==> src/rtl/core/flfr_pkg.sv <==
// ----------------------------------------------------------------------------
// flfr_pkg
// Shared types and constants of the flag/length frame receiver.
// ----------------------------------------------------------------------------
package flfr_pkg;

  localparam int LENGTH_WIDTH = 16;
  localparam int CFG_IDX_W    = 2;
  localparam int CFG_DATA_W   = 17;
  localparam int TOTAL_W      = 17;

  // header length is kept to LENGTH_WIDTH bits
  localparam logic [15:0] LEN_MASK = 16'((32'd1 << LENGTH_WIDTH) - 32'd1);
  localparam logic [TOTAL_W-1:0] FRAME_OVERHEAD = 17'd4;
  localparam logic [TOTAL_W-1:0] MAX_TOTAL_RESET = 17'd1000;

  localparam logic [CFG_IDX_W-1:0] CFG_START_FLAG = 2'd0;
  localparam logic [CFG_IDX_W-1:0] CFG_END_FLAG   = 2'd1;
  localparam logic [CFG_IDX_W-1:0] CFG_MAX_TOTAL  = 2'd2;

  typedef enum logic [1:0] {
    EV_DATA     = 2'd0,
    EV_GOOD     = 2'd1,
    EV_BAD_END  = 2'd2,
    EV_TOO_LONG = 2'd3
  } ev_kind_t;

  typedef struct packed {
    logic [7:0]         open_flag;
    logic [7:0]         close_flag;
    logic [TOTAL_W-1:0] max_total;
  } flfr_cfg_t;

  typedef struct packed {
    logic       has;
    ev_kind_t   kind;
    logic [7:0] data;
    logic [15:0] len;
    logic       last;
  } flfr_result_t;

endpackage

==> src/rtl/core/flfr_if.sv <==
// ----------------------------------------------------------------------------
// flfr_if
// Valid/ready channels for received bytes and frame events.
// ----------------------------------------------------------------------------
interface flfr_byte_if;
  logic       valid;
  logic       ready;
  logic [7:0] rx_byte;

  modport source (output valid, output rx_byte, input ready);
  modport sink   (input valid, input rx_byte, output ready);
endinterface

interface flfr_event_if;
  logic        valid;
  logic        ready;
  logic [1:0]  event_kind;
  logic [7:0]  payload_byte;
  logic [15:0] frame_length;
  logic        frame_last;

  modport source (output valid, output event_kind, output payload_byte,
                  output frame_length, output frame_last, input ready);
  modport sink   (input valid, input event_kind, input payload_byte,
                  input frame_length, input frame_last, output ready);
endinterface

==> src/rtl/core/flag_length_frame_receiver_top.sv <==
// ----------------------------------------------------------------------------
// flag_length_frame_receiver_top
// Cut-through deframer: start flag, 16-bit little-endian length, payload,
// end flag.
// ----------------------------------------------------------------------------
// One byte is accepted every cycle while the event side keeps up. A byte is
// captured in an input register, decoded by the frame state machine when the
// output slot is free or draining, and its event, if any, lands in the output
// register. Payload bytes come out as they arrive; the closing event (good,
// bad end flag, too long) carries the header length and frame_last. Headers,
// hunted bytes and accepted length fields give no event. The user must write
// the configuration through cfg_we/cfg_index/cfg_wdata only while the block
// is idle; the block itself does not enforce this.
module flag_length_frame_receiver_top (
  input  logic                            clk,
  input  logic                            rst_n,
  flfr_byte_if.sink                       in_bus,
  flfr_event_if.source                    out_bus,
  input  logic                            cfg_we,
  input  logic [flfr_pkg::CFG_IDX_W-1:0]  cfg_index,
  input  logic [flfr_pkg::CFG_DATA_W-1:0] cfg_wdata
);
  import flfr_pkg::*;

  flfr_cfg_t    cfg;
  flfr_result_t res;

  logic        s1_valid_r, s1_valid_nxt;
  logic [7:0]  s1_byte_r;
  logic        adv;

  logic        out_valid_r, out_valid_nxt;
  ev_kind_t    out_kind_r;
  logic [7:0]  out_data_r;
  logic [15:0] out_len_r;
  logic        out_last_r;

  flfr_cfg_regs u_cfg (
    .clk       (clk),
    .rst_n     (rst_n),
    .cfg_we    (cfg_we),
    .cfg_index (cfg_index),
    .cfg_wdata (cfg_wdata),
    .cfg       (cfg)
  );

  flfr_parser u_parser (
    .clk     (clk),
    .rst_n   (rst_n),
    .step    (adv),
    .rx_byte (s1_byte_r),
    .cfg     (cfg),
    .res     (res)
  );

  // decode stage moves whenever the output slot is free or draining
  assign adv          = s1_valid_r && (!out_valid_r || out_bus.ready);
  assign in_bus.ready = !s1_valid_r || adv;

  always_comb begin
    s1_valid_nxt = s1_valid_r;
    if (in_bus.ready) s1_valid_nxt = in_bus.valid;
    out_valid_nxt = out_valid_r;
    if (adv) out_valid_nxt = res.has;
    else if (out_bus.ready) out_valid_nxt = 1'b0;
  end

  always_ff @(posedge clk) begin
    if (!rst_n) begin
      s1_valid_r  <= 1'b0;
      out_valid_r <= 1'b0;
    end else begin
      s1_valid_r  <= s1_valid_nxt;
      out_valid_r <= out_valid_nxt;
    end
  end

  always_ff @(posedge clk) begin
    if (in_bus.ready && in_bus.valid) s1_byte_r <= in_bus.rx_byte;
    if (adv) begin
      out_kind_r <= res.kind;
      out_data_r <= res.data;
      out_len_r  <= res.len;
      out_last_r <= res.last;
    end
  end

  assign out_bus.valid        = out_valid_r;
  assign out_bus.event_kind   = out_kind_r;
  assign out_bus.payload_byte = out_data_r;
  assign out_bus.frame_length = out_len_r;
  assign out_bus.frame_last   = out_last_r;

endmodule

==> src/rtl/core/flfr_cfg_regs.sv <==
// ----------------------------------------------------------------------------
// flfr_cfg_regs
// Configuration register file: start flag, end flag, frame size limit.
// ----------------------------------------------------------------------------
module flfr_cfg_regs (
  input  logic                             clk,
  input  logic                             rst_n,
  input  logic                             cfg_we,
  input  logic [flfr_pkg::CFG_IDX_W-1:0]   cfg_index,
  input  logic [flfr_pkg::CFG_DATA_W-1:0]  cfg_wdata,
  output flfr_pkg::flfr_cfg_t              cfg
);
  import flfr_pkg::*;

  flfr_cfg_t cfg_r;
  flfr_cfg_t cfg_nxt;

  always_comb begin
    cfg_nxt = cfg_r;
    if (cfg_we) begin
      unique case (cfg_index)
        CFG_START_FLAG: cfg_nxt.open_flag  = cfg_wdata[7:0];
        CFG_END_FLAG:   cfg_nxt.close_flag = cfg_wdata[7:0];
        CFG_MAX_TOTAL:  cfg_nxt.max_total  = cfg_wdata[TOTAL_W-1:0];
        default: ;  // unknown index ignored
      endcase
    end
  end

  always_ff @(posedge clk) begin
    if (!rst_n) begin
      cfg_r.open_flag  <= 8'd0;
      cfg_r.close_flag <= 8'd0;
      cfg_r.max_total  <= MAX_TOTAL_RESET;
    end else begin
      cfg_r <= cfg_nxt;
    end
  end

  assign cfg = cfg_r;

endmodule

==> src/rtl/core/flfr_parser.sv <==
// ----------------------------------------------------------------------------
// flfr_parser
// Frame state machine: decodes one byte per step and forms the event.
// ----------------------------------------------------------------------------
module flfr_parser (
  input  logic                   clk,
  input  logic                   rst_n,
  input  logic                   step,
  input  logic [7:0]             rx_byte,
  input  flfr_pkg::flfr_cfg_t    cfg,
  output flfr_pkg::flfr_result_t res
);
  import flfr_pkg::*;

  typedef enum logic [2:0] {
    PH_HUNT,
    PH_LEN_LO,
    PH_LEN_HI,
    PH_DATA,
    PH_END
  } phase_t;

  phase_t      phase_r, phase_nxt;
  logic [7:0]  len_lo_r, len_lo_nxt;
  logic [15:0] frame_len_r, frame_len_nxt;
  logic [LENGTH_WIDTH-1:0] remaining_r, remaining_nxt;
  logic [15:0] hdr_len;
  logic [TOTAL_W-1:0] hdr_total;

  assign hdr_len   = {rx_byte, len_lo_r} & LEN_MASK;
  assign hdr_total = {1'b0, hdr_len} + FRAME_OVERHEAD;

  always_comb begin
    phase_nxt     = phase_r;
    len_lo_nxt    = len_lo_r;
    frame_len_nxt = frame_len_r;
    remaining_nxt = remaining_r;
    res.has  = 1'b0;
    res.kind = EV_DATA;
    res.data = 8'd0;
    res.len  = 16'd0;
    res.last = 1'b0;
    unique case (phase_r)
      PH_HUNT: begin
        if (rx_byte == cfg.open_flag) phase_nxt = PH_LEN_LO;
      end
      PH_LEN_LO: begin
        len_lo_nxt = rx_byte;
        phase_nxt  = PH_LEN_HI;
      end
      PH_LEN_HI: begin
        frame_len_nxt = hdr_len;
        if (hdr_total > cfg.max_total) begin
          phase_nxt = PH_HUNT;
          res.has   = 1'b1;
          res.kind  = EV_TOO_LONG;
          res.len   = hdr_len;
          res.last  = 1'b1;
        end else begin
          remaining_nxt = hdr_len[LENGTH_WIDTH-1:0];
          phase_nxt     = (hdr_len == 16'd0) ? PH_END : PH_DATA;
        end
      end
      PH_DATA: begin
        if (remaining_r != '0) remaining_nxt = remaining_r - LENGTH_WIDTH'(1);
        if (remaining_nxt == '0) phase_nxt = PH_END;
        res.has  = 1'b1;
        res.kind = EV_DATA;
        res.data = rx_byte;
      end
      PH_END: begin
        // failing byte is not re-examined as a start flag
        phase_nxt = PH_HUNT;
        res.has   = 1'b1;
        res.kind  = (rx_byte == cfg.close_flag) ? EV_GOOD : EV_BAD_END;
        res.len   = frame_len_r;
        res.last  = 1'b1;
      end
      default: phase_nxt = PH_HUNT;
    endcase
  end

  always_ff @(posedge clk) begin
    if (!rst_n) begin
      phase_r     <= PH_HUNT;
      len_lo_r    <= 8'd0;
      frame_len_r <= 16'd0;
      remaining_r <= '0;
    end else if (step) begin
      phase_r     <= phase_nxt;
      len_lo_r    <= len_lo_nxt;
      frame_len_r <= frame_len_nxt;
      remaining_r <= remaining_nxt;
    end
  end

endmodule

==> src/flat_wrapper.sv <==
// flat-port wrapper written by rule: the top's interface ports become plain ports
module flag_length_frame_receiver_top_flat import flfr_pkg::*;
  (clk, rst_n, cfg_we, cfg_index, cfg_wdata, in_bus_valid, in_bus_rx_byte, in_bus_ready, out_bus_valid, out_bus_event_kind, out_bus_payload_byte, out_bus_frame_length, out_bus_frame_last, out_bus_ready);
  flfr_byte_if in_bus_i ();
  flfr_event_if out_bus_i ();
  input  logic clk;
  input  logic rst_n;
  input  logic cfg_we;
  input  logic [flfr_pkg::CFG_IDX_W-1:0] cfg_index;
  input  logic [flfr_pkg::CFG_DATA_W-1:0] cfg_wdata;
  input wire logic [$bits(in_bus_i.valid)-1:0] in_bus_valid;
  input wire logic [$bits(in_bus_i.rx_byte)-1:0] in_bus_rx_byte;
  output wire logic [$bits(in_bus_i.ready)-1:0] in_bus_ready;
  output wire logic [$bits(out_bus_i.valid)-1:0] out_bus_valid;
  output wire logic [$bits(out_bus_i.event_kind)-1:0] out_bus_event_kind;
  output wire logic [$bits(out_bus_i.payload_byte)-1:0] out_bus_payload_byte;
  output wire logic [$bits(out_bus_i.frame_length)-1:0] out_bus_frame_length;
  output wire logic [$bits(out_bus_i.frame_last)-1:0] out_bus_frame_last;
  input wire logic [$bits(out_bus_i.ready)-1:0] out_bus_ready;
  assign in_bus_i.valid = in_bus_valid;
  assign in_bus_i.rx_byte = in_bus_rx_byte;
  assign in_bus_ready = in_bus_i.ready;
  assign out_bus_valid = out_bus_i.valid;
  assign out_bus_event_kind = out_bus_i.event_kind;
  assign out_bus_payload_byte = out_bus_i.payload_byte;
  assign out_bus_frame_length = out_bus_i.frame_length;
  assign out_bus_frame_last = out_bus_i.frame_last;
  assign out_bus_i.ready = out_bus_ready;
  flag_length_frame_receiver_top u_core (.clk(clk), .rst_n(rst_n), .in_bus(in_bus_i), .out_bus(out_bus_i), .cfg_we(cfg_we), .cfg_index(cfg_index), .cfg_wdata(cfg_wdata));
endmodule
==> config.mk <==
export PLATFORM = sky130hd
export DESIGN_NAME = flag_length_frame_receiver_top_flat
export DESIGN_NICKNAME = d
export VERILOG_FILES = /design/src/rtl/core/flfr_pkg.sv /design/src/rtl/core/flfr_if.sv /design/src/rtl/core/flag_length_frame_receiver_top.sv /design/src/rtl/core/flfr_cfg_regs.sv /design/src/rtl/core/flfr_parser.sv /design/src/flat_wrapper.sv
export SDC_FILE = /design/constraint.sdc
export NUM_CORES = 1
export LEC_CHECK = 0
export BUFFER_PORTS_ARGS = -buffer_cell sky130_fd_sc_hd__buf_2
export CAP_MARGIN = 40
export CORE_UTILIZATION = 40
export CTS_BUF_LIST = sky130_fd_sc_hd__clkbuf_8
export DETAILED_ROUTE_END_ITERATION = 10
export PLACE_DENSITY = 0.63
export SETUP_SLACK_MARGIN = 0.1
export SLEW_MARGIN = 15
export SYNTH_ARGS = -nofsm -noshare
export SYNTH_HDL_FRONTEND = slang
export SYNTH_SLANG_ARGS = --single-unit
==> constraint.sdc <==
create_clock -name clk -period 3.8 [get_ports clk]
set_input_delay 0.76 -clock clk [delete_from_list [all_inputs] [get_ports clk]]
set_output_delay 0.76 -clock clk [all_outputs]
set_load 0.01 [all_outputs]
==> key figures, run 1 <==
Final layout
  • Final net count: 753
  • FILL cells: 1388
  • Fin cells: between 800 and 900
  • Layout overhead on the synthesized area: 17.4%
  • Diodes inserted: 0
  • Layout cells sized above 1: 0.188

Yosys
  • Simple-Gate Fraction of Synth Area: 0.208
  • Largest family of logic cells by synthesized area: simple AND/OR/NAND/NOR gates
  • Gate count of the mapped netlist: between 600 and 700
  • Top cells by area, synth: dfxtp_1 26%, edfxtp_1 18%, nand2_1 6.3%
  • Synth Area in XOR/XNOR: 0.0459
  • Post-synth EDFFs: 35
  • Post-synth top cells: 100 x nand2_1, 78 x dfxtp_1, 35 x clkbuf_1, 35 x edfxtp_1, 33 x a21boi_0
  • Mux contribution to synthesized area: 0.0423
  • Synthesized flop and latch total: 113
  • Syn_nets: 690
  • Ys flop type: dfxtp_1
  • Yosys cell types: between 60 and 70
  • Cell area after synthesis: 5910 um^2
  • Area share of fa/ha/maj cells after synthesis: 0.0444
  • Asr flop ratio synth: 0
  • Synth Area per Inst: 9.28 um^2
  • Yosys top cell by area: dfxtp_1
  • Post-synthesis sequential area ratio: 0.442
  • Synth top area share: 0.264
  • Post-synthesis compound-gate area fraction: 0.166
  • Synthesis Warnings: 0
  • Most common cell in the netlist: nand2_1

Drt
  • DRT Pass-1 Iters: 4
  • Vias/cell: 5.37
  • # DRC: 0
  • Wire per inst: 16.1 um
  • DRT Wirelength: between 10000 and 15000 um
  • Detailed Route Iter0 Violations: 324
  • Remaining antenna violation count: 0
  • Routed via count: between 4000 and 5000

Placement
  • GP Congestion: between 0.8 and 0.9
  • HPWL Detailed: roughly 10000 um
  • Port bufs: 60
  • Post-place setup slack: -0.0115 ns
  • Inst Count DP: 858

Pwr
  • Seq pwr share: 0.463
  • Total Power: roughly 2800 uW
  • Clock Power Share: 0.463
  • Maximum vdd drop: roughly 0.00022 V
  • Pint: 2130 uW
  • Pwr Density: about 400 nW/um^2
  • Sw Pwr: between 600 and 700 uW
  • Share of total power in combinational logic: 0.075
  • Sw Share: 0.237
  • Leak Pwr: 0.00281 uW

Clock network
  • Worst-path clk slew: ~0.070 ns
  • CTS Hold Bufs: 0
  • Clk root buf: clkbuf_8
  • CTS H-tree depth: 4
  • Clk sinks: 113
  • CTS tree: built
  • Clock latency at the later pin of the worst-skew pair: 0.45 ns
  • CTS max path bufs: 2
  • CTS buffer count: 17

Worst setup path
  • Worst Path Max Fanout: 6
  • Req. time, crit path: about 4.1 ns
  • Crit path DAT: 3.88 ns
  • Critical path startpoint category: flip-flop
  • Setup CP Type: reg -> reg
  • Worst setup EP type: flip-flop

Timing
  • Worst-margin pin slew: around 0.74 ns
  • # setup viols final: 0
  • Worst Skew: roughly 0.018 ns
  • Final Hold Viols: 0
  • RSZ-0062 raised after global routing: false
  • Max-slew violation count: 0
  • FMAX: around 280 MHz
  • Headroom to the max-slew limit: 0.507
  • Fin crit share: 0.933
  • Setup TNS: 0 ns
  • Post-layout min period: about 3.5 ns
  • Final hold slack: 0.463 ns
  • Final WS setup: approximately 0.25 ns

Die
  • Die ar.: roughly 15000 um^2
  • Die height: approximately 120 um
  • Row cnt: 44
  • Boundary Pins: 61
  • Starting density of the core: 0.408
  • CORE AREA: about 14000 um^2
  • Die X: 124 um

Global route
  • Antenna violations before repair: 0
  • Grt total ovfl: 0
  • Largest net degree at the start of global routing: 57
  • Total GRT Usage: 0.204
  • Vias in the first global route: 4556
  • First-pass GRT wire length: 23400 um

Min path
  • Hold WC Path Type: reg -> reg

Status
  • Outcome: finished, final reports clean

Run
  • Max-Cap Viols: 0
[logic make-up (layout without fill, tap and decap cells)]
kind of cell	Yosys count	in the layout
xor gates and xnor gates	31	31
AOI/OAI and AO/OA	133	134
adders and majority gates	21	21
buffers and inverters	72	147
and+or+nand+nor	242	242
muxes	25	25
DFF	113	113
[power groups by stage]
stage | Clock (uW) | Sequential, uW | Combinational, uW
floorplan | 0 | 1320 | 122
global placement | 0 | 1320 | 195
detailed placement | 0 | 1320 | 200
CTS | 1320 | 1290 | 201
global route | 1380 | 1300 | 230
finish | 1290 | 1290 | 209
[timing repair]
| action | CTS | global route |
|---|---|---|
| cloned | 0 | 1 |
| pin swaps | 0 | 3 |
| resized for setup | 1 | 4 |
| endpoints found under the setup margin | 3 | 13 |
| setup buffers | 0 | 5 |
[final cells by class]
class                      count  area [um^2]  area share
clock buffer                  17          234      0.0337
tap                          184          230      0.0332
multi-input combinational    453         3030       0.436
sequential                   113         2610       0.376
clock inverter                15          216      0.0312
timing repair buffer          88          523      0.0753
inverter                      27          101      0.0146
[cell usage in the layout, fill, tap and decap left out, types with 19 or more instances in the layout]
master | netlist | final
a21boi_0 | 33 | 32
inv_1 | 26 | 27
mux2i_1 | 25 | 25
edfxtp_1 | 35 | 35
buf_4 | 0 | 27
nand2_1 | 100 | 100
xor2_1 | 19 | 19
ha_1 | 21 | 21
nor2_1 | 29 | 29
nor2b_1 | 28 | 28
a21oi_1 | 19 | 19
buf_2 | 3 | 60
dfxtp_1 | 78 | 78
[metrics by stage]
step                area [um^2]   util
floorplan                  5910      -
global placement           6400  0.442
detailed placement         6400  0.442
CTS                        6860  0.474
global route               6940  0.480
finish                     6940  0.480
[sequential cells by signal (all words and copies together), names as in the netlist]
| register | count |
|---|---|
| u_core.s1_valid_r | 1 |
| u_core.u_parser.phase_r | 3 |
| u_core.out_bus.event_kind | 2 |
| u_core.u_parser.len_lo_r | 8 |
| u_core.out_bus.payload_byte | 8 |
| u_core.out_bus.frame_length | 16 |
| u_core.out_bus.frame_last | 1 |
| u_core.u_cfg.cfg | 33 |
| u_core.out_bus.valid | 1 |
| u_core.u_parser.frame_len_r | 16 |
| u_core.u_parser.remaining_r | 16 |
| u_core.s1_byte_r | 8 |
[metal layers]
layer	GRT usage	routed length [um]
met5	0	0
met4	0.0821	261
met3	0.0527	728
met2	0.330	6690
met1	0.260	6800
[critical path, cell delays in order, from the launching register on]
cell and delay, ns:
dfxtp_1 0.34, and3_1 0.19, and2_1 0.17, and3_1 0.18
and4_1 0.26, nand3_1 0.11, xnor2_1 0.16, ha_1 0.30
nand4_1 0.15, or2_1 0.29, a311o_1 0.33, a21oi_4 0.26
a2111o_2 0.27, buf_4 0.14, nor2_1 0.04, o221a_2 0.26
[final timing paths]
kind | startpoint | slack, ns | cells after the start | to
setup / recovery | u_core.u_parser.len_lo_r[5]$_SDFFE_PN0P_ | 0.25 | 15 | u_core.u_parser.remaining_r[10]$_SDFFE_PN0P_
hold / removal | u_core.u_parser.frame_len_r[8]$_SDFFE_PN0P_ | 0.46 | 2 | u_core.u_parser.frame_len_r[8]$_SDFFE_PN0P_
setup reg to reg | u_core.u_parser.len_lo_r[5]$_SDFFE_PN0P_ | 0.25 | 15 | u_core.u_parser.remaining_r[10]$_SDFFE_PN0P_
hold reg to reg | u_core.u_parser.frame_len_r[8]$_SDFFE_PN0P_ | 0.46 | 2 | u_core.u_parser.frame_len_r[8]$_SDFFE_PN0P_
Note: power is estimated with default switching activity, not from simulation.
==> run 2: changes to the inputs <==
--- a/config.mk
+++ b/config.mk
@@ -8,7 +8,6 @@
 export BUFFER_PORTS_ARGS = -buffer_cell sky130_fd_sc_hd__buf_2
 export CAP_MARGIN = 40
 export CORE_UTILIZATION = 40
-export CTS_BUF_LIST = sky130_fd_sc_hd__clkbuf_8
 export DETAILED_ROUTE_END_ITERATION = 10
 export PLACE_DENSITY = 0.63
 export SETUP_SLACK_MARGIN = 0.1
==> key figures, run 2 (synthesis results as in run 1) <==
Die
  • Row cnt: 44 (unchanged)
  • Die ar.: 15300 um^2 (unchanged)
  • Boundary Pins: 61 (unchanged)
  • Die height: 124 um (unchanged)
  • Starting density of the core: 0.408 (unchanged)
  • CORE AREA: 14500 um^2 (unchanged)
  • Die X: 124 um (unchanged)

Drt
  • Remaining antenna violation count: 0 (unchanged)
  • # DRC: 0 (unchanged)
  • DRT Pass-1 Iters: 4 (unchanged)
  • DRT Wirelength: 14800 um (+2.0%)
  • Detailed Route Iter0 Violations: 348 (+7.4%)
  • Routed via count: 4843 (+0.60%)
  • Wire per inst: 16.5 um (+2.1%)
  • Vias/cell: 5.41 (+0.71%)

Global route
  • Total GRT Usage: 0.205 (+0.00113)
  • Antenna violations before repair: 0 (unchanged)
  • Largest net degree at the start of global routing: 57 (unchanged)
  • First-pass GRT wire length: 23500 um (+0.77%)
  • Vias in the first global route: 4581 (+0.55%)
  • Grt total ovfl: 0 (unchanged)

Timing
  • Final Hold Viols: 0 (unchanged)
  • RSZ-0062 raised after global routing: false
  • Post-layout min period: 3.49 ns (-0.0561 ns)
  • Max-slew violation count: 0 (unchanged)
  • # setup viols final: 0 (unchanged)
  • Headroom to the max-slew limit: 0.512 (+0.00472)
  • Final WS setup: 0.310 ns (+0.0561 ns)
  • Worst Skew: 0.00956 ns (-0.00820 ns)
  • Setup TNS: 0 ns (unchanged)
  • Worst-margin pin slew: 0.731 ns (-0.00707 ns)
  • Fin crit share: 0.918 (-0.0148)
  • FMAX: 287 MHz (+1.6%)

Final layout
  • Most frequent cells in the layout: 100 x nand2_1, 78 x dfxtp_1, 60 x buf_2
  • Layout overhead on the synthesized area: 20.6%
  • FILL cells: 1376 (-0.86%)
  • Final net count: 752 (-0.13%)
  • Storage cell area: 2610 um^2 (unchanged)
  • Commonest non-fill, non-tap cell in the layout: nand2_1
  • Number of flip-flops in the largest register: 33 (unchanged)
  • Diodes inserted: 0 (unchanged)
  • Multi-input gate area: 3030 um^2 (about the same)
  • Fin cells: 896 (-0.11%)
  • Post-route cell area: 7130 um^2 (+2.7%)
  • Layout cells sized above 1: 0.188 (+0.000264)

Worst setup path
  • Crit path DAT: 3.80 ns (-0.08 ns)
  • Worst Path Max Fanout: 6 (unchanged)
  • Slowest CP cell: dfxtp_1
  • CP most frequent cell: and3_1
  • Setup CP Type: reg -> reg
  • Crit-path max cell delay: 0.33 ns (about the same)
  • Req. time, crit path: 4.11 ns (-0.02 ns)
  • Worst setup EP type: flip-flop
  • Critical-path cell list: and3_1, and2_1, and3_1, and4_4, nand3_1, xnor2_1, ha_1, nand4_1, or2_1, a311o_1, a21oi_4, a2111o_2, buf_4, nor2_1, o221a_2
  • Reg-to-reg slack, setup: 0.31 ns (+0.06 ns)
  • Critical path startpoint category: flip-flop
  • Bufs and invs on worst path: 1 (unchanged)
  • Worst path top cell family by delay: simple AND/OR/NAND/NOR gates

Clock network
  • Clk sinks: 113 (unchanged)
  • Worst-path clk slew: 0.05 ns (-0.02 ns)
  • CTS Hold Bufs: 0 (unchanged)
  • Clock latency at the later pin of the worst-skew pair: 0.42 ns (-0.03 ns)
  • CTS H-tree depth: 4 (unchanged)
  • CTS buffer count: 17 (unchanged)
  • CTS max path bufs: 2 (unchanged)
  • CTS tree: built
  • Clk root buf: clkbuf_16

Pwr
  • Leak Pwr: 0.00288 uW (+2.8%)
  • Maximum vdd drop: 0.000272 V (+23%)
  • Pwr Density: 454 nW/um^2 (+13%)
  • Total Power: 3240 uW (+16%)

Status
  • Outcome: finished, final reports clean

Placement
  • HPWL Detailed: 10200 um (unchanged)
  • Inst Count DP: 858 (unchanged)
  • Post-place setup slack: -0.0115 ns (unchanged)
  • Port bufs: 60 (unchanged)
  • Dpl cell area: 6400 um^2 (unchanged)
  • GP Congestion: 0.866 (unchanged)

Min path
  • Hold WC Path Type: reg -> reg

Run
  • Max-Cap Viols: 0 (unchanged)
-- run 2: changes by cell type in the layout (fill, tap and decap cells not counted) --
| cell | previous run | this run |
|---|---|---|
| a21boi_0 | 32 | 33 |
| a21boi_1 | 6 | 5 |
| and4_1 | 2 | 1 |
| and4_4 | 0 | 1 |
| buf_4 | 27 | 26 |
| clkbuf_1 | 0 | 1 |
| clkbuf_16 | 0 | 17 |
| clkbuf_8 | 17 | 0 |
| inv_1 | 27 | 26 |
-- run 2: path summary, 6_finish.rpt --
path	startpoint	to	depth (start not counted)
setup / recovery	u_core.u_parser.len_lo_r[5]$_SDFFE_PN0P_	u_core.u_parser.remaining_r[10]$_SDFFE_PN0P_	15
hold / removal	u_core.u_parser.frame_len_r[15]$_SDFFE_PN0P_	u_core.u_parser.frame_len_r[15]$_SDFFE_PN0P_	2
setup reg to reg	u_core.u_parser.len_lo_r[5]$_SDFFE_PN0P_	u_core.u_parser.remaining_r[10]$_SDFFE_PN0P_	15
hold reg to reg	u_core.u_parser.frame_len_r[15]$_SDFFE_PN0P_	u_core.u_parser.frame_len_r[15]$_SDFFE_PN0P_	2
-- run 2: metrics by stage --
step                      hold WS, ns  utilization
final                           0.461        0.492
after global routing            0.484        0.492
after CTS                       0.467        0.487
after detailed placement        0.460        0.442
after global placement          0.453        0.442
after floorplan                 0.443            -
-- run 2: layer usage --
| metal | vias to the layer above | share of wire | global-route usage | routed length (um) |
|---|---|---|---|---|
| met4 | 0 | 0.016 | 0.0761 | 243 |
| met2 | 107 | 0.47 | 0.336 | 6920 |
| met1 | 2345 | 0.47 | 0.263 | 6900 |
| met5 | - | 0 | 0 | 0 |
| li1 | 2370 | - | - | - |
| met3 | 21 | 0.048 | 0.0485 | 709 |
-- run 2: repair_timing --
item                       4_1_cts  5_1_grt
setup buffers                    0        4
gates cloned                     0        1
setup endpoints to repair        4       14
gates resized for setup          1        4
pin swaps                        1        5
-- run 2: power breakdown --
group | internal [uW] | switching [uW]
registers | 1270 | 22.6
clock network | 1160 | 573
logic | 85.3 | 123
total | 2520 | 718
-- run 2: layout make-up --
class / count / share of cell area
Clock buffer: 18 / 0.0602
Clock inverter: 14 / 0.0298
Inverter: 27 / 0.0142
Multi-Input combinational cell: 453 / 0.425
Sequential cell: 113 / 0.366
Tap cell: 184 / 0.0323
Timing Repair Buffer: 87 / 0.0723
-- run 2: worst reg2reg max path: stages, from the launching register on --
cell	delay, ns
dfxtp_1	0.33
and3_1	0.19
and2_1	0.17
and3_1	0.19
and4_4	0.25
nand3_1	0.09
xnor2_1	0.16
ha_1	0.30
nand4_1	0.14
or2_1	0.28
a311o_1	0.33
a21oi_4	0.26
a2111o_2	0.27
buf_4	0.14
nor2_1	0.04
o221a_2	0.26
